### src/hw/rtl/lcdts_pkg.sv
// Shared types, codes and timing constants for the LCD line timing and STAT block.
// Used by every module under hw/rtl; depends on nothing.
package lcdts_pkg;

	localparam int LINE_CYCLES_DEF   = 456;
	localparam int VISIBLE_LINES_DEF = 144;
	localparam int LAST_LINE_DEF     = 153;

	localparam int OAM_TIME  = 80;
	localparam int XFER_TIME = (168 + 291) / 2;

	localparam int CNT_W = 10;
	localparam int CALC_W = CNT_W + 1;

	localparam logic [7:0] CTRL_ENABLE_MASK = 8'h80;
	localparam logic [7:0] STAT_FIXED_BITS  = 8'h80;

	typedef enum logic [1:0] {
		OP_TICK  = 2'd0,
		OP_READ  = 2'd1,
		OP_WRITE = 2'd2,
		OP_NONE  = 2'd3
	} op_t;

	typedef enum logic [1:0] {
		REG_CTRL    = 2'd0,
		REG_STATUS  = 2'd1,
		REG_LINE    = 2'd2,
		REG_COMPARE = 2'd3
	} reg_sel_t;

	typedef enum logic [1:0] {
		DM_HBLANK = 2'd0,
		DM_VBLANK = 2'd1,
		DM_OAM    = 2'd2,
		DM_XFER   = 2'd3
	} disp_mode_t;

	localparam int EN_HBLANK = 0;
	localparam int EN_VBLANK = 1;
	localparam int EN_OAM    = 2;
	localparam int EN_MATCH  = 3;

	typedef struct packed {
		logic [1:0] mode;
		logic [7:0] cycles;
		logic [1:0] reg_sel;
		logic [7:0] write_data;
	} item_t;

	typedef struct packed {
		logic [7:0] read_data;
		logic       vblank_irq;
		logic       stat_irq;
	} result_t;

endpackage

### src/hw/rtl/lcdts_in_stage.sv
// Input register stage of the LCD line timing block.
// Unpacks the slave-side stream into an item; depends on lcdts_pkg.
module lcdts_in_stage
	import lcdts_pkg::*;
(
	input  logic        clk,
	input  logic        arst_n,
	input  logic        s_tvalid,
	output logic        s_tready,
	input  logic [15:0] s_tdata,
	input  logic [3:0]  s_tuser,
	input  logic        advance,
	output logic        valid_s1,
	output item_t       item_s1
);

	logic valid_q;

	assign s_tready = !valid_q || advance;
	assign valid_s1 = valid_q;

	always_ff @(posedge clk or negedge arst_n) begin
		if (!arst_n) begin
			valid_q <= 1'b0;
		end else if (s_tready) begin
			valid_q <= s_tvalid;
		end
	end

	always_ff @(posedge clk) begin
		if (s_tvalid && s_tready) begin
			item_s1.mode       <= s_tuser[1:0];
			item_s1.reg_sel    <= s_tuser[3:2];
			item_s1.cycles     <= s_tdata[7:0];
			item_s1.write_data <= s_tdata[15:8];
		end
	end

endmodule

### src/hw/rtl/lcdts_engine.sv
// Line countdown, mode sequencing, register file and STAT interrupt logic.
// Holds the countdown, line, mode and register state and forms one result per item; depends on lcdts_pkg.
module lcdts_engine
	import lcdts_pkg::*;
#(
	parameter int LINE_CYCLES   = LINE_CYCLES_DEF,
	parameter int VISIBLE_LINES = VISIBLE_LINES_DEF,
	parameter int LAST_LINE     = LAST_LINE_DEF
) (
	input  logic    clk,
	input  logic    arst_n,
	input  logic    fire,
	input  item_t   item,
	output result_t res
);

	localparam logic signed [CALC_W-1:0] LINE_S = CALC_W'(LINE_CYCLES);
	localparam logic signed [CALC_W-1:0] OAM_END_S = CALC_W'(LINE_CYCLES - OAM_TIME);
	localparam logic signed [CALC_W-1:0] XFER_END_S =
		CALC_W'(LINE_CYCLES - OAM_TIME - XFER_TIME);
	localparam logic [8:0] VISIBLE_W = 9'(VISIBLE_LINES);
	localparam logic [8:0] LAST_W    = 9'(LAST_LINE);

	logic [CNT_W-1:0] cycles_left_q, cycles_left_d;
	logic [7:0]       line_q, line_d;
	logic [1:0]       dmode_q, dmode_d;
	logic [7:0]       ctrl_q, ctrl_d;
	logic [3:0]       enables_q, enables_d;
	logic [7:0]       compare_q, compare_d;

	logic signed [CALC_W-1:0] cl_dec;
	logic signed [CALC_W-1:0] cl_wrap;
	logic [8:0]               next_line;

	always_comb begin
		cycles_left_d = cycles_left_q;
		line_d        = line_q;
		dmode_d       = dmode_q;
		ctrl_d        = ctrl_q;
		enables_d     = enables_q;
		compare_d     = compare_q;
		res           = '0;
		cl_dec        = $signed({1'b0, cycles_left_q}) - $signed({3'b000, item.cycles});
		cl_wrap       = cl_dec + LINE_S;
		next_line     = {1'b0, line_q} + 9'd1;

		case (item.mode)
			OP_TICK: begin
				if ((ctrl_q & CTRL_ENABLE_MASK) != 8'h00) begin
					cycles_left_d = cl_dec[CNT_W-1:0];
					if (dmode_q == DM_OAM || dmode_q == DM_XFER) begin
						if (cl_dec >= OAM_END_S) begin
							dmode_d = dmode_q;
						end else if (cl_dec >= XFER_END_S) begin
							dmode_d = DM_XFER;
						end else begin
							dmode_d = DM_HBLANK;
							if (enables_q[EN_HBLANK]) begin
								res.stat_irq = 1'b1;
							end
						end
					end
					if (cl_dec <= 0) begin
						cycles_left_d = cl_wrap[CNT_W-1:0];
						if (enables_q[EN_MATCH] && next_line == {1'b0, compare_q}) begin
							res.stat_irq = 1'b1;
						end
						line_d = next_line[7:0];
						if (next_line == VISIBLE_W) begin
							res.vblank_irq = 1'b1;
							dmode_d = DM_VBLANK;
							if (enables_q[EN_VBLANK]) begin
								res.stat_irq = 1'b1;
							end
						end else if (next_line > LAST_W || next_line[8]) begin
							line_d  = 8'd0;
							dmode_d = DM_OAM;
							if (enables_q[EN_OAM]) begin
								res.stat_irq = 1'b1;
							end
						end else if (next_line < VISIBLE_W) begin
							dmode_d = DM_OAM;
							if (enables_q[EN_OAM]) begin
								res.stat_irq = 1'b1;
							end
						end
					end
				end
			end
			OP_READ: begin
				case (item.reg_sel)
					REG_CTRL:    res.read_data = ctrl_q;
					REG_STATUS:  res.read_data = STAT_FIXED_BITS | {1'b0, enables_q, 3'b000}
						| {5'b00000, (line_q == compare_q), dmode_q};
					REG_LINE:    res.read_data = line_q;
					REG_COMPARE: res.read_data = compare_q;
					default:     res.read_data = 8'h00;
				endcase
			end
			OP_WRITE: begin
				case (item.reg_sel)
					REG_CTRL: begin
						ctrl_d = item.write_data;
						if ((item.write_data & CTRL_ENABLE_MASK) == 8'h00) begin
							cycles_left_d = CNT_W'(LINE_CYCLES);
							dmode_d       = DM_HBLANK;
							line_d        = 8'd0;
						end
					end
					REG_STATUS:  enables_d = item.write_data[6:3];
					REG_LINE:    line_d = 8'd0;
					REG_COMPARE: compare_d = item.write_data;
					default:     compare_d = compare_q;
				endcase
			end
			default: begin
				res = '0;
			end
		endcase
	end

	always_ff @(posedge clk or negedge arst_n) begin
		if (!arst_n) begin
			cycles_left_q <= CNT_W'(LINE_CYCLES);
			line_q        <= 8'd0;
			dmode_q       <= DM_HBLANK;
			ctrl_q        <= 8'd0;
			enables_q     <= 4'd0;
			compare_q     <= 8'd0;
		end else if (fire) begin
			cycles_left_q <= cycles_left_d;
			line_q        <= line_d;
			dmode_q       <= dmode_d;
			ctrl_q        <= ctrl_d;
			enables_q     <= enables_d;
			compare_q     <= compare_d;
		end
	end

endmodule

### src/hw/rtl/lcdts_out_stage.sv
// Result register of the LCD line timing block.
// Packs one result onto the master-side stream; depends on lcdts_pkg.
module lcdts_out_stage
	import lcdts_pkg::*;
(
	input  logic        clk,
	input  logic        arst_n,
	input  logic        load_valid,
	input  result_t     res,
	output logic        can_load,
	output logic        m_tvalid,
	input  logic        m_tready,
	output logic [15:0] m_tdata
);

	logic    valid_q;
	result_t res_q;

	assign can_load = !valid_q || m_tready;
	assign m_tvalid = valid_q;
	assign m_tdata  = {6'b000000, res_q.stat_irq, res_q.vblank_irq, res_q.read_data};

	always_ff @(posedge clk or negedge arst_n) begin
		if (!arst_n) begin
			valid_q <= 1'b0;
		end else if (can_load) begin
			valid_q <= load_valid;
		end
	end

	always_ff @(posedge clk) begin
		if (can_load && load_valid) begin
			res_q <= res;
		end
	end

endmodule

### src/hw/rtl/lcd_line_timing_stat_core.sv
// An accepted input transaction is held in the input register and its result in the result register,
// which drives the master side. Throughput: one transaction per cycle unless the master side stalls;
// the state update is a single registered pass between the input register and the result register.
// Reset: arst_n clears both stream stages and sets the line countdown to a full line,
// line, mode, control, enables and compare to zero, so the display starts disabled.
module lcd_line_timing_stat_core
	import lcdts_pkg::*;
#(
	parameter int LINE_CYCLES   = LINE_CYCLES_DEF,
	parameter int VISIBLE_LINES = VISIBLE_LINES_DEF,
	parameter int LAST_LINE     = LAST_LINE_DEF
) (
	input  logic        clk,
	input  logic        arst_n,
	input  logic        s_tvalid,
	output logic        s_tready,
	input  logic [15:0] s_tdata,  // cycles[7:0], write_data[15:8]
	input  logic [3:0]  s_tuser,  // mode[1:0], reg_sel[3:2]
	output logic        m_tvalid,
	input  logic        m_tready,
	output logic [15:0] m_tdata   // read_data[7:0], vblank_irq[8], stat_irq[9], zeros above
);

	logic    valid_s1;
	item_t   item_s1;
	logic    can_load;
	logic    advance;
	result_t res;

	assign advance = valid_s1 && can_load;

	lcdts_in_stage u_in (
		.clk      (clk),
		.arst_n   (arst_n),
		.s_tvalid (s_tvalid),
		.s_tready (s_tready),
		.s_tdata  (s_tdata),
		.s_tuser  (s_tuser),
		.advance  (advance),
		.valid_s1 (valid_s1),
		.item_s1  (item_s1)
	);

	lcdts_engine #(
		.LINE_CYCLES   (LINE_CYCLES),
		.VISIBLE_LINES (VISIBLE_LINES),
		.LAST_LINE     (LAST_LINE)
	) u_engine (
		.clk    (clk),
		.arst_n (arst_n),
		.fire   (advance),
		.item   (item_s1),
		.res    (res)
	);

	lcdts_out_stage u_out (
		.clk        (clk),
		.arst_n     (arst_n),
		.load_valid (valid_s1),
		.res        (res),
		.can_load   (can_load),
		.m_tvalid   (m_tvalid),
		.m_tready   (m_tready),
		.m_tdata    (m_tdata)
	);

endmodule
### config.mk
export PLATFORM = sky130hd
export DESIGN_NAME = lcd_line_timing_stat_core
export DESIGN_NICKNAME = d
export VERILOG_FILES = /design/src/hw/rtl/lcdts_pkg.sv /design/src/hw/rtl/lcdts_in_stage.sv /design/src/hw/rtl/lcdts_engine.sv /design/src/hw/rtl/lcdts_out_stage.sv /design/src/hw/rtl/lcd_line_timing_stat_core.sv
export SDC_FILE = /design/constraint.sdc
export NUM_CORES = 1
export LEC_CHECK = 0
export ABC_CLOCK_PERIOD_IN_PS = 9800
export BUFFER_PORTS_ARGS = -buffer_cell sky130_fd_sc_hd__buf_4
export CORE_MARGIN = 10
export CORE_UTILIZATION = 50
export DETAILED_ROUTE_END_ITERATION = 12
export HOLD_SLACK_MARGIN = 0.02
export PLACE_DENSITY = 0.78
export SLEW_MARGIN = 20
export SYNTH_ARGS = -nofsm -noshare
export SYNTH_HDL_FRONTEND = slang
export SYNTH_HIERARCHICAL = 1
export SYNTH_SLANG_ARGS = --single-unit
export TNS_END_PERCENT = 50
### constraint.sdc
create_clock -name clk -period 9.8 [get_ports clk]
set_clock_uncertainty 0.15 [all_clocks]
set_input_delay 1.47 -clock clk [delete_from_list [all_inputs] [get_ports clk]]
set_output_delay 1.47 -clock clk [all_outputs]
set_load 0.05 [all_outputs]
### After elaboration in Yosys (flattened, before gate mapping)

Cells that the tools add are included.
W data, S select, Z words.

| word-level totals | value |
|---|---|
| logic and storage cells | 96 |
| register bits | 72 |

| operators by class | value |
|---|---|
| mux-type cells | 36 |
| reduce and logical (&&, ||, !) cells | 20 |
| equality and inequality tests | 16 |
| add/subtract/negate cells | 3 |
| magnitude comparators | 5 |
| bitwise operators | 1 |

Operators by type and width:

| kind | count |
|---|---|
| $mux W10 | 4 |
| $mux W8 | 5 |
| $pmux W8 S2 | 2 |
| $pmux W8 S4 | 1 |
| $mux W2 | 10 |
| $pmux W10 S2 | 1 |
| $mux W1 | 12 |
| $reduce_and A3 Y1 | 4 |
| $ge A11 B10 Y1 const B | 1 |
| $ge A11 B9 Y1 const B | 1 |
| $le A11 B1 Y1 const B | 1 |
| $sub A10 B8 Y11 | 1 |
| $add A10 B10 Y10 const B | 1 |
| $eq A2 B2 Y1 const B | 5 |
| $add A8 B1 Y9 const B | 1 |
| $eq A9 B8 Y1 | 1 |
| $eq A9 B8 Y1 const B | 1 |
| $gt A9 B8 Y1 const B | 1 |
| $lt A9 B8 Y1 const B | 1 |
| $eq A8 B8 Y1 | 1 |
| $logic_not A8 Y1 | 1 |
| $ne A2 B1 Y1 const B | 4 |
| $or A8 B3 Y8 | 1 |
| $ne A3 B2 Y1 const B | 2 |
| other kinds (10) | 18 |

### Longest topological paths before layout

Gate-level depths: netlist of the first run.

| logic depth | value |
|---|---|
| word-level depth | 11 |
| mapped depth | 15 |

### By module

The synthesis of the first run kept the hierarchy.

Modules (own cells, without submodules):

| module | area an instance (µm²) | cells each | sequential area each (µm²) | times used |
|---|---|---|---|---|
| lcdts_engine | 3412.0 | 375 | 1006.0 | 1 |
| lcdts_in_stage | 654.4 | 24 | 625.6 | 1 |
| lcdts_out_stage | 402.9 | 21 | 325.3 | 1 |
| lcd_line_timing_stat_core | 6.3 | 1 | 0.0 | 1 |

### Least setup slack after synthesis of the first run

OpenSTA, ideal clock, no wires.

| path | value |
|---|---|
| kind | input-to-output |
| start point | in m_tready |
| end point | out s_tready |
| stages | 3 |
| path buffers | 0 |
| data arrival time | 1.986 ns |
| setup slack | 6.194 ns |
| cell sequence | nand2b_4 -> and2_1 -> nand2b_4 |

| on the way | value |
|---|---|
| longest elaborated chain between the ends | 3 |

Ends and longest elaborated chain:

| item | RTL line | RTL |
|---|---|---|
| from (decl) | lcd_line_timing_stat_core.sv:20 | `input logic m_tready,` |
| $logic_or A1 B1 Y1 | lcdts_out_stage.sv:19 | `assign can_load = !valid_q \|\| m_tready;` |
| $logic_and A1 B1 Y1 | lcd_line_timing_stat_core.sv:30 | `assign advance = valid_s1 && can_load;` |
| named net advance | lcd_line_timing_stat_core.sv:27 | `logic advance;` |
| $logic_or A1 B1 Y1 | lcdts_in_stage.sv:19 | `assign s_tready = !valid_q \|\| advance;` |
| to (decl) | lcd_line_timing_stat_core.sv:16 | `output logic s_tready,` |

The timed path passes the listed nets, and every way through them passes these cells.

### Worst setup path after layout of the first run

| path | value |
|---|---|
| start point | reg, netlist name u_in/item_s1[10] |
| end point | reg u_engine.dmode_q[0] |

| on the way | value |
|---|---|
| longest elaborated chain between the ends | 11 |
| elaborated cells on any way between the ends | 13 |

Ends and longest elaborated chain:

| item | RTL line | RTL |
|---|---|---|
| $sub A10 B8 Y11 * | lcdts_engine.sv:43 | `cl_dec = $signed({1'b0, cycles_left_q}) - $signed({3'b000, item.cycles});` |
| $ge A11 B9 Y1 | lcdts_engine.sv:54 | `end else if (cl_dec >= XFER_END_S) begin` |
| $mux W2 | lcdts_engine.sv:54 |  |
| $mux W2 | lcdts_engine.sv:52 | `if (cl_dec >= OAM_END_S) begin` |
| $mux W2 | lcdts_engine.sv:51 | `if (dmode_q == DM_OAM \|\| dmode_q == DM_XFER) begin` |
| $mux W2 | lcdts_engine.sv:81 | `end else if (next_line < VISIBLE_W) begin` |
| $mux W2 | lcdts_engine.sv:75 | `end else if (next_line > LAST_W \|\| next_line[8]) begin` |
| $mux W2 | lcdts_engine.sv:69 | `if (next_line == VISIBLE_W) begin` |
| $mux W2 * | lcdts_engine.sv:63 | `if (cl_dec <= 0) begin` |
| $mux W2 * | lcdts_engine.sv:49 | `if ((ctrl_q & CTRL_ENABLE_MASK) != 8'h00) begin` |
| $pmux W2 S2 * | lcdts_engine.sv:47 | `case (item.mode)` |
| to (signal assigned) | lcdts_engine.sv:133 | `dmode_q <= dmode_d;` |
| to (decl) | lcdts_engine.sv:26 | `logic [1:0] dmode_q, dmode_d;` |

Every way passes the cells marked *; elsewhere a longest branch is shown, timed or not. The select of a mux whose other input is x is not followed.
A chain may end at the register's enable or synchronous reset.

==> metrics.md, run 1 <==
| Metric | Value |
|---|---|
| Most common cell after layout, fill and taps aside | dfrtp_1 |
| Asr flop ratio synth | 0.583 |
| CTS Root Cell | clkbuf_8 |
| Crit Path Max Fanout | 8 |
| Library cells used by synthesis | 79 |
| Htree depth | 3 |
| Psw | 0.557 mW |
| Num ports | 42 |
| Row count | 34 |
| Fraction of layout cells with a size suffix above 1 | 0.234 |
| Min Tclk post-route | 3.92 ns |
| Switching Fraction | 0.428 |
| Number of global-route vias before repair | 3268 |
| Maxcap violations | 0 |
| Final period util | 0.400 |
| Yosys reg bits | 72 |
| First-pass GRT wire length | 16.6 mm |
| Final Hold Fails | 0 |
| Post-DR wirelength/cell | 17.7 um |
| RR Endpoint | u_engine/dmode_q[0]$_DFFE_PN0P_ |
| Antenna fix cells | 0 |
| Critical path launch point type | flip-flop |
| Seq pwr share | 0.355 |
| Mapped Avg Cell Area | 10.6 um^2 |
| Total track usage | 0.155 |
| Final ANT Viol Nets | 0 |
| Internal | 0.744 mW |
| Die Span Y | 115 um |
| Hold Path End | u_engine/ctrl_q[1]$_DFFE_PN0P_ |
| Final net count | 486 |
| DPL Wire Length | 7.38 mm |
| Finished Layout Cells | 561 |
| Initial antenna violation count | 0 |
| Vias/cell | 6.06 |
| Critical path endpoint category | flip-flop |
| Clock latency on the worst-skew pair | 0.35 ns |
| DRT Pass-1 Iters | 5 |
| Worst r2r src | u_in/item_s1[10]$_DFFE_PP_ |
| Post-Place Cells | 545 |
| Pwr/cell area | 263 nW/um^2 |
| Worst Hold Slack | 0.359 ns |
| Fmax | 255 MHz |
| Hold Buf Count CTS | 0 |
| Final setup viols | 0 |
| Starting DRC count in detailed routing | 238 |
| Clock slew at reported path FFs | 0.08 ns |
| Die X | 115 um |
| GRT overflow | 0 |
| Worst hold stages | 1 |
| CTS Buf Count | 9 |
| RD Place Congestion | 0.931 |
| Power Total | 1.30 mW |
| Slew HR | 0.430 |
| Post-synth EDFFs | 30 |
| Final TNS setup | 0 ns |
| Min-delay src | u_in/item_s1[1]$_DFFE_PP_ |
| Commonest non-fill, non-tap cells in the layout | 38 x dfrtp_1, 35 x buf_4, 30 x edfxtp_1, 26 x nor2_1, 26 x nand2_1 |
| RSZ-0062 raised after global routing | false |
| Number of buffers added for setup after CTS | 0 |
| Register-to-Register Path Depth | 13 |
| Post-CTS resize count | 0 |
| Gate Count Post-Synth | 421 |
| YS warnings | 6 |
| Core area | 8720 um^2 |
| P_leak | 1.99 nW |
| Remaining DRCs | 0 |
| Wirelength, routed | 9.91 mm |
| WP data required | 9.94 ns |
| CTS tree | built |
| IO Port Bufs | 35 |
| Clock power frac | 0.172 |
| Sequential area share after synthesis | 0.437 |
| Clock Sinks | 72 |
| Post-Syn Area | 4480 um^2 |
| Outcome | completed |
| Vias | 3398 |
| Area of the die | 13100 um^2 |
| Slew Viols, Final | 0 |
| Combinational power share | 0.474 |
| Area growth syn-to-layout | 10.7% |
| Flop-to-flop setup slack | 5.88 ns |
| Layout fillers | 716 |
| Max clock buf depth | 2 |
| Primary FF master, synth | dfrtp_1 |
| Worst hold-check path type | flip-flop to flip-flop |
| VDD IR-drop max | 0.159 mV |
| Largest net degree at the start of global routing | 43 |
| Initial Util | 0.513 |
| Worst-Margin Slew | 0.849 ns |
| Worst Path Arrival | 4.06 ns |
| Crit path kind | flip-flop to flip-flop |
==> routing by layer <==
| metal | wire (um) | GRT usage | part of all wire |
|---|---|---|---|
| met5 | 0 | 0 | 0 |
| met3 | 677 | 0.0341 | 0.068 |
| met2 | 4420 | 0.231 | 0.45 |
| met1 | 4670 | 0.213 | 0.47 |
| met4 | 144 | 0.0627 | 0.015 |
==> worst max path at each step <==
stage | start | to | slack (ns) | depth (start not counted)
2_1_floorplan | m_tready | s_tready | 6.19 | 3
3_3_place_gp | m_tready | s_tready | 5.96 | 5
3_5_place_dp | u_in/item_s1[10]$_DFFE_PP_ | u_engine/dmode_q[0]$_DFFE_PN0P_ | 5.94 | 13
4_1_cts | u_in/item_s1[10]$_DFFE_PP_ | u_engine/dmode_q[0]$_DFFE_PN0P_ | 5.91 | 13
5_1_grt | u_in/item_s1[10]$_DFFE_PP_ | u_engine/dmode_q[0]$_DFFE_PN0P_ | 5.61 | 13
6_report | u_in/item_s1[10]$_DFFE_PP_ | u_engine/dmode_q[0]$_DFFE_PN0P_ | 5.88 | 13
==> through the flow <==
stage               utilization  setup slack (ns)  area (um^2)
floorplan                     -              6.19         4490
global placement          0.547              5.96         4770
finish                    0.568              5.88         4950
CTS                       0.568              5.91         4950
global route              0.568              5.61         4950
detailed placement        0.547              5.94         4770
==> cell usage after synthesis, types with 6 or more instances <==
master / count / area share
mux4_2: 6 / 0.030
ha_1: 13 / 0.036
nor3_1: 7 / 0.0078
xor2_1: 8 / 0.016
dfrtp_1: 38 / 0.21
mux2_2: 18 / 0.045
buf_4: 7 / 0.012
nor2_1: 26 / 0.022
clkbuf_1: 12 / 0.010
o21ai_0: 18 / 0.020
nand3_1: 14 / 0.016
a21oi_1: 12 / 0.013
nand2b_1: 12 / 0.017
nor3b_1: 6 / 0.010
nor2b_1: 16 / 0.022
inv_1: 15 / 0.013
xnor2_1: 14 / 0.027
and3_1: 7 / 0.0098
edfxtp_1: 30 / 0.20
a211oi_1: 10 / 0.017
nand2_1: 26 / 0.022
==> power by group through the flow <==
stage          Clock (mW)  Sequential, mW  Combinational [mW]
6_report            0.223           0.462               0.616
3_5_place_dp            0           0.466               0.603
4_1_cts             0.227           0.459               0.608
5_1_grt             0.242           0.471               0.682
3_3_place_gp            0           0.461               0.585
2_1_floorplan           0           0.452               0.483
==> kinds of logic (layout without fill, tap and decap cells) <==
logic type      count (synthesis)  after routing  synth area share
other cells                     1              6          0.000838
xor+xnor                       23             23            0.0467
buf+inv                        40             67            0.0405
compound gates                 96             96             0.165
flops                          72             72             0.437
simple gates                  148            148             0.187
mux                            27             27            0.0825
fa+ha+maj                      14             14            0.0408
==> worst max-delay path, stage by stage, from the launching register on <==
cell and delay [ns]:
edfxtp_1 0.37, ha_1 0.24, fa_1 0.41, and2b_2 0.28
o21ai_2 0.08, xnor2_1 0.44, ha_1 0.38, or3b_2 0.47
o211ai_1 0.23, a41o_1 0.13, a2bb2oi_1 0.08, o311a_1 0.36
o311ai_1 0.08, a22o_1 0.16
==> state kept, by name, summed over array words and instances, names as in the netlist <==
signal and cells:
u_out/m_tdata 10, u_engine/ctrl_q 8, u_engine/dmode_q 2, u_engine/line_q 8, u_engine/cycles_left_q 10, u_in/valid_s1 1
u_engine/enables_q 4, u_in/item_s1 20, u_engine/compare_q 8, u_out/m_tvalid 1
==> layout make-up <==
type	count	area [um^2]	area share
multi-input cells	314	2360	0.476
flip-flops and latches	72	1960	0.395
repair buffers	35	263	0.0530
clock buffers	9	124	0.0250
inverters	16	60.1	0.0121
well taps	108	135	0.0273
clock inverters	7	60.1	0.0121
Note: power is estimated with default switching activity, not from simulation.
==> run 2: changes to the inputs <==
--- a/config.mk
+++ b/config.mk
@@ -5,7 +5,7 @@
 export SDC_FILE = /design/constraint.sdc
 export NUM_CORES = 1
 export LEC_CHECK = 0
-export ABC_CLOCK_PERIOD_IN_PS = 9800
+export ABC_CLOCK_PERIOD_IN_PS = 3830
 export BUFFER_PORTS_ARGS = -buffer_cell sky130_fd_sc_hd__buf_4
 export CORE_MARGIN = 10
 export CORE_UTILIZATION = 50
==> constraint.sdc (replaced) <==
create_clock -name clk -period 3.83 [get_ports clk]
set_clock_uncertainty 0.15 [all_clocks]
set_input_delay 0.5745 -clock clk [delete_from_list [all_inputs] [get_ports clk]]
set_output_delay 0.5745 -clock clk [all_outputs]
set_load 0.05 [all_outputs]
==> run 2 against run 1 <==
Sequential power rose to 2.5 times the previous value. Critical path depth is 2 higher. Design area increased by 1.3%. Via count about the same. Wire length increased by 0.37%. First-iteration DRC count increased by 22%. Worst setup slack got worse by 5.7 ns. Cell count up 0.71%. Register-to-register slack worse by 5.7 ns. Total power grew to 2.7 times the previous value. Global-route usage is 0.38 points higher.
==> metrics.md, run 2 (synthesis results as in run 1) <==
| Metric | Value |
|---|---|
| Outcome | completed |
| Placed Area | 4800 um^2 |
| Critical path launch point type | flip-flop |
| Final ANT Viol Nets | 0 |
| Final setup viols | 0 |
| Crit Path Max Fanout | 7 |
| Initial Util | 0.513 |
| Antenna fix cells | 0 |
| Slew Viols, Final | 0 |
| Final period util | 0.955 |
| Starting DRC count in detailed routing | 290 |
| Max clock buf depth | 2 |
| Clock slew at reported path FFs | 0.09 ns |
| Worst r2r src | u_in/item_s1[10]$_DFFE_PP_ |
| RD Place Congestion | 0.933 |
| Remaining DRCs | 0 |
| CTS Root Cell | clkbuf_8 |
| Largest net degree at the start of global routing | 43 |
| Area growth syn-to-layout | 12.2% |
| Commonest non-fill, non-tap cells in the layout | 39 x buf_4, 38 x dfrtp_1, 30 x edfxtp_1, 26 x nor2_1, 26 x nand2_1 |
| GRT overflow | 0 |
| Worst setup margin | 0.171 ns |
| Area of the die | 13100 um^2 |
| Flop-to-flop setup slack | 0.17 ns |
| Finished Layout Cells | 565 |
| Num ports | 42 |
| Max reg flops | 20 |
| DPL Wire Length | 7.23 mm |
| Htree depth | 3 |
| Layout fillers | 714 |
| Initial antenna violation count | 0 |
| CTS tree | built |
| Fmax | 273 MHz |
| Min Tclk post-route | 3.66 ns |
| Finished Cell Area | 5020 um^2 |
| Clock latency on the worst-skew pair | 0.36 ns |
| VDD IR-drop max | 0.353 mV |
| Maxcap violations | 0 |
| Slew HR | 0.511 |
| Final net count | 490 |
| Register-to-Register Path Depth | 15 |
| Worst-Margin Slew | 0.734 ns |
| Biggest register | u_in/item_s1 |
| Die Span Y | 115 um |
| Post-CTS resize count | 0 |
| Crit path kind | flip-flop to flip-flop |
| CTS Buf Count | 9 |
| Die X | 115 um |
| Wirelength, routed | 9.95 mm |
| Vias | 3396 |
| Post-Place Cells | 549 |
| DRT Pass-1 Iters | 5 |
| Pre-CTS setup slack | 0.194 ns |
| First-pass GRT wire length | 17.1 mm |
| Most common cell after layout, fill and taps aside | buf_4 |
| Post-DR wirelength/cell | 17.6 um |
| Number of global-route vias before repair | 3418 |
| P_leak | 2.04 nW |
| Core area | 8720 um^2 |
| WP data required | 3.92 ns |
| RR Endpoint | u_engine/dmode_q[0]$_DFFE_PN0P_ |
| Critical path endpoint category | flip-flop |
| Final Hold Fails | 0 |
| Pwr/cell area | 688 nW/um^2 |
| Total track usage | 0.159 |
| Clock Sinks | 72 |
| Worst Path Arrival | 3.75 ns |
| RSZ-0062 raised after global routing | false |
| Number of buffers added for setup after CTS | 0 |
| IO Port Bufs | 35 |
| Fraction of layout cells with a size suffix above 1 | 0.245 |
| Final TNS setup | 0 ns |
| Vias/cell | 6.01 |
| Worst hold-check path type | primary input to asynchronous set/reset pin |
| Hold Buf Count CTS | 0 |
| Row count | 34 |
run 2: cell count changes in the layout (fill, tap and decap cells not counted):
cell,change
nor2b_2,+1
bufinv_16,+1
a2bb2oi_1,-1
nor2b_1,-1
inv_8,+1
inv_6,-1
clkinvlp_4,-3
buf_4,+4
clkinv_4,+2
a2bb2oi_2,+1
run 2: area by class of cell:
class                      instances  area [um^2]  share of cell area
timing repair buffer              39          293              0.0583
sequential                        72         1960               0.390
clock buffer                       9          124              0.0247
multi-input combinational        314         2360               0.471
tap                              108          135              0.0269
clock inverter                     7         87.6              0.0174
inverter                          16         60.1              0.0120
run 2: worst max-delay path by stage:
stage | startpoint | end | slack (ns) | depth (start not counted)
6_report | u_in/item_s1[10]$_DFFE_PP_ | u_engine/dmode_q[0]$_DFFE_PN0P_ | 0.17 | 15
4_1_cts | u_in/item_s1[11]$_DFFE_PP_ | u_engine/dmode_q[0]$_DFFE_PN0P_ | 0.16 | 16
3_5_place_dp | u_in/item_s1[11]$_DFFE_PP_ | u_engine/dmode_q[0]$_DFFE_PN0P_ | 0.19 | 16
2_1_floorplan | u_in/item_s1[10]$_DFFE_PP_ | u_engine/dmode_q[0]$_DFFE_PN0P_ | 0.26 | 13
5_1_grt | u_engine/cycles_left_q[0]$_DFFE_PN0P_ | u_engine/dmode_q[0]$_DFFE_PN0P_ | 0.02 | 16
3_3_place_gp | u_in/item_s1[10]$_DFFE_PP_ | u_engine/dmode_q[0]$_DFFE_PN0P_ | 0.37 | 15
run 2: per-layer routing:
layer  global-route usage  up-vias  routed length (um)
met4               0.0526        0                 136
li1                     -     1614                   -
met2                0.240      134                4590
met3               0.0267       12                 688
met1                0.224     1636                4540
met5                    0        -                   0
run 2: power by group:
part / internal, mW / switching, mW / leakage (nW) / total (mW)
Sequential: 0.995 / 0.177 / 0.812 / 1.17
Clock: 0.317 / 0.334 / 0.108 / 0.651
Combinational: 0.704 / 0.926 / 1.12 / 1.63
run 2: worst max-delay path, stage by stage (launching register included):
cell and delay, ns:
edfxtp_1 0.38, ha_1 0.24, fa_1 0.41, and2b_2 0.29, o21ai_2 0.08, xnor2_1 0.14, ha_1 0.20, buf_4 0.16
and4b_1 0.19, a221oi_1 0.29, o211ai_1 0.18, a41o_1 0.25, a2bb2oi_2 0.14, o311a_1 0.19, o311ai_1 0.10, a22o_1 0.19
run 2: stage by stage:
| step | total power, mW | hold WS [ns] | utilization |
|---|---|---|---|
| after floorplan | 2.39 | 0.129 | - |
| after global routing | 3.72 | 0.0807 | 0.576 |
| final | 3.45 | 0.0494 | 0.576 |
| after CTS | 3.43 | 0.0671 | 0.575 |
| after detailed placement | 2.78 | 0.341 | 0.551 |
| after global placement | 2.72 | 0.324 | 0.551 |
==> run 3: changes to the inputs <==
--- a/config.mk
+++ b/config.mk
@@ -7,6 +7,7 @@
 export LEC_CHECK = 0
 export ABC_CLOCK_PERIOD_IN_PS = 3830
 export BUFFER_PORTS_ARGS = -buffer_cell sky130_fd_sc_hd__buf_4
+export CORE_ASPECT_RATIO = 0.8
 export CORE_MARGIN = 10
 export CORE_UTILIZATION = 50
 export DETAILED_ROUTE_END_ITERATION = 12
==> run 3 against run 2 <==
Design area fell by 0.45%. Register-to-register slack about the same. Combinational power up 2%. Worst setup slack worse by 0.0093 ns. Utilization up 0.58 points. Clock power down 13%. Non-clock buffer count unchanged. Via count rose by 0.88%. Global-route usage fell by 0.27 points. Clock-buffer cell count unchanged. Cell count increased by 0.71%. Critical endpoint unchanged. Largest power group unchanged.
==> metrics.md, run 3 (synthesis results as in run 1) <==
| Metric | Value |
|---|---|
| Final net count | 490 |
| Post-Place Cells | 553 |
| Combinational power share | 0.488 |
| Worst hold-check path type | primary input to asynchronous set/reset pin |
| Number of global-route vias before repair | 3302 |
| Fraction of layout cells with a size suffix above 1 | 0.245 |
| Critical path launch point type | flip-flop |
| Post-DR wirelength/cell | 18.4 um |
| VDD IR-drop max | 0.313 mV |
| Largest net degree at the start of global routing | 43 |
| Maxcap violations | 0 |
| Pwr/cell area | 684 nW/um^2 |
| Initial antenna violation count | 0 |
| Finished Layout Cells | 569 |
| Remaining DRCs | 0 |
| Initial Util | 0.521 |
| Final TNS setup | 0 ns |
| Seq pwr share | 0.346 |
| Power Total | 3.42 mW |
| Layout fillers | 731 |
| Core Util, Final | 0.582 |
| DRT Pass-1 Iters | 4 |
| Worst-Margin Slew | 0.725 ns |
| Starting DRC count in detailed routing | 315 |
| Internal | 1.95 mW |
| Biggest register | u_in/item_s1 |
| Core area | 8600 um^2 |
| Total track usage | 0.156 |
| Most common cell after layout, fill and taps aside | buf_4 |
| Clock slew at reported path FFs | 0.08 ns |
| Psw | 1.47 mW |
| Clock power frac | 0.166 |
| Final Hold Fails | 0 |
| Htree depth | 3 |
| Crit path kind | flip-flop to flip-flop |
| RSZ-0062 raised after global routing | false |
| Die X | 126 um |
| Row count | 30 |
| Worst Path Arrival | 3.80 ns |
| Max clock buf depth | 2 |
| Die Span Y | 105 um |
| First-pass GRT wire length | 17.3 mm |
| Critical path endpoint category | flip-flop |
| Min Tclk post-route | 3.67 ns |
| Max reg flops | 20 |
| WP data required | 3.97 ns |
| Area of the die | 13200 um^2 |
| Crit Path Max Fanout | 7 |
| CTS Root Cell | clkbuf_8 |
| Area growth syn-to-layout | 11.7% |
| Worst Hold Slack | 0.0578 ns |
| Post-CTS resize count | 0 |
| CTS Buf Count | 9 |
| Vias/cell | 6.02 |
| Final period util | 0.958 |
| CTS tree | built |
| Switching Fraction | 0.430 |
| Outcome | completed |
| Slew Viols, Final | 0 |
| GRT overflow | 0 |
| Clock latency on the worst-skew pair | 0.35 ns |
| Number of buffers added for setup after CTS | 0 |
| Vias | 3426 |
| Wirelength, routed | 10.5 mm |
| Commonest non-fill, non-tap cells in the layout | 39 x buf_4, 38 x dfrtp_1, 30 x edfxtp_1, 26 x nor2_1, 26 x nand2_1 |
| DPL Wire Length | 7.86 mm |
| IO Port Bufs | 35 |
| RD Place Congestion | 0.894 |
| Fmax | 273 MHz |
| Hold Buf Count CTS | 0 |
| P_leak | 2.02 nW |
| Clock Sinks | 72 |
| Final ANT Viol Nets | 0 |
| Final setup viols | 0 |
| Slew HR | 0.515 |
| Num ports | 42 |
| Antenna fix cells | 0 |
## run 3: cell count changes in the layout (fill, tap and decap cells not counted)
cell,change
bufinv_16,-1
clkinvlp_4,+1
inv_4,+1
inv_8,-1
## run 3: layout make-up
cell class	instances	area, um^2	area share
Tap cell	112	140	0.0280
Timing Repair Buffer	39	293	0.0586
Sequential cell	72	1960	0.391
Clock buffer	9	124	0.0248
Clock inverter	7	60.1	0.0120
Multi-Input combinational cell	314	2360	0.473
Inverter	16	60.1	0.0120
## run 3: metrics by stage
step                worst slack, ns  cell area (um^2)
finish                        0.162              5000
global route                 0.0309              5000
CTS                           0.158              4990
detailed placement            0.194              4810
global placement              0.374              4810
floorplan                     0.262              4490
## run 3: worst max-delay path, stage by stage, from the launching register on
cell and delay, ns:
edfxtp_1 0.37, ha_1 0.24, fa_1 0.42, and2b_2 0.28
o21ai_2 0.08, xnor2_1 0.14, ha_1 0.21, buf_4 0.16
and4b_1 0.18, a221oi_1 0.21, o211ai_1 0.17, a41o_1 0.25
a2bb2oi_2 0.15, o21bai_1 0.10, o311ai_1 0.30, a22o_1 0.18
## run 3: metal layers
metal / vias to the layer above / wire, um / global-route usage
li1: 1611 / - / -
met1: 1649 / 5150 / 0.229
met2: 153 / 4500 / 0.227
met3: 13 / 734 / 0.0354
met4: 0 / 90 / 0.0357
met5: - / 0 / 0
## run 3: power groups by stage
stage / sequential [mW] / combinational, mW / clock, mW
finish: 1.18 / 1.67 / 0.566
global route: 1.21 / 1.82 / 0.613
CTS: 1.18 / 1.64 / 0.579
detailed placement: 1.19 / 1.63 / 0
global placement: 1.18 / 1.56 / 0
floorplan: 1.16 / 1.24 / 0
## run 3: path summary, 6_finish.rpt
path	start	endpoint	slack [ns]	cells past startpoint
hold / removal	arst_n	u_engine/line_q[2]$_DFFE_PN0P_	0.06	1
min in group clk	s_tdata[13]	u_in/item_s1[5]$_DFFE_PP_	0.24	1
max in group asynchronous	arst_n	u_engine/cycles_left_q[6]$_DFFE_PN1P_	3.09	1
setup reg to reg	u_in/item_s1[10]$_DFFE_PP_	u_engine/dmode_q[0]$_DFFE_PN0P_	0.16	15
hold reg to reg	u_engine/cycles_left_q[3]$_DFFE_PN1P_	u_engine/cycles_left_q[3]$_DFFE_PN1P_	0.36	2
setup / recovery	u_in/item_s1[10]$_DFFE_PP_	u_engine/dmode_q[0]$_DFFE_PN0P_	0.16	15
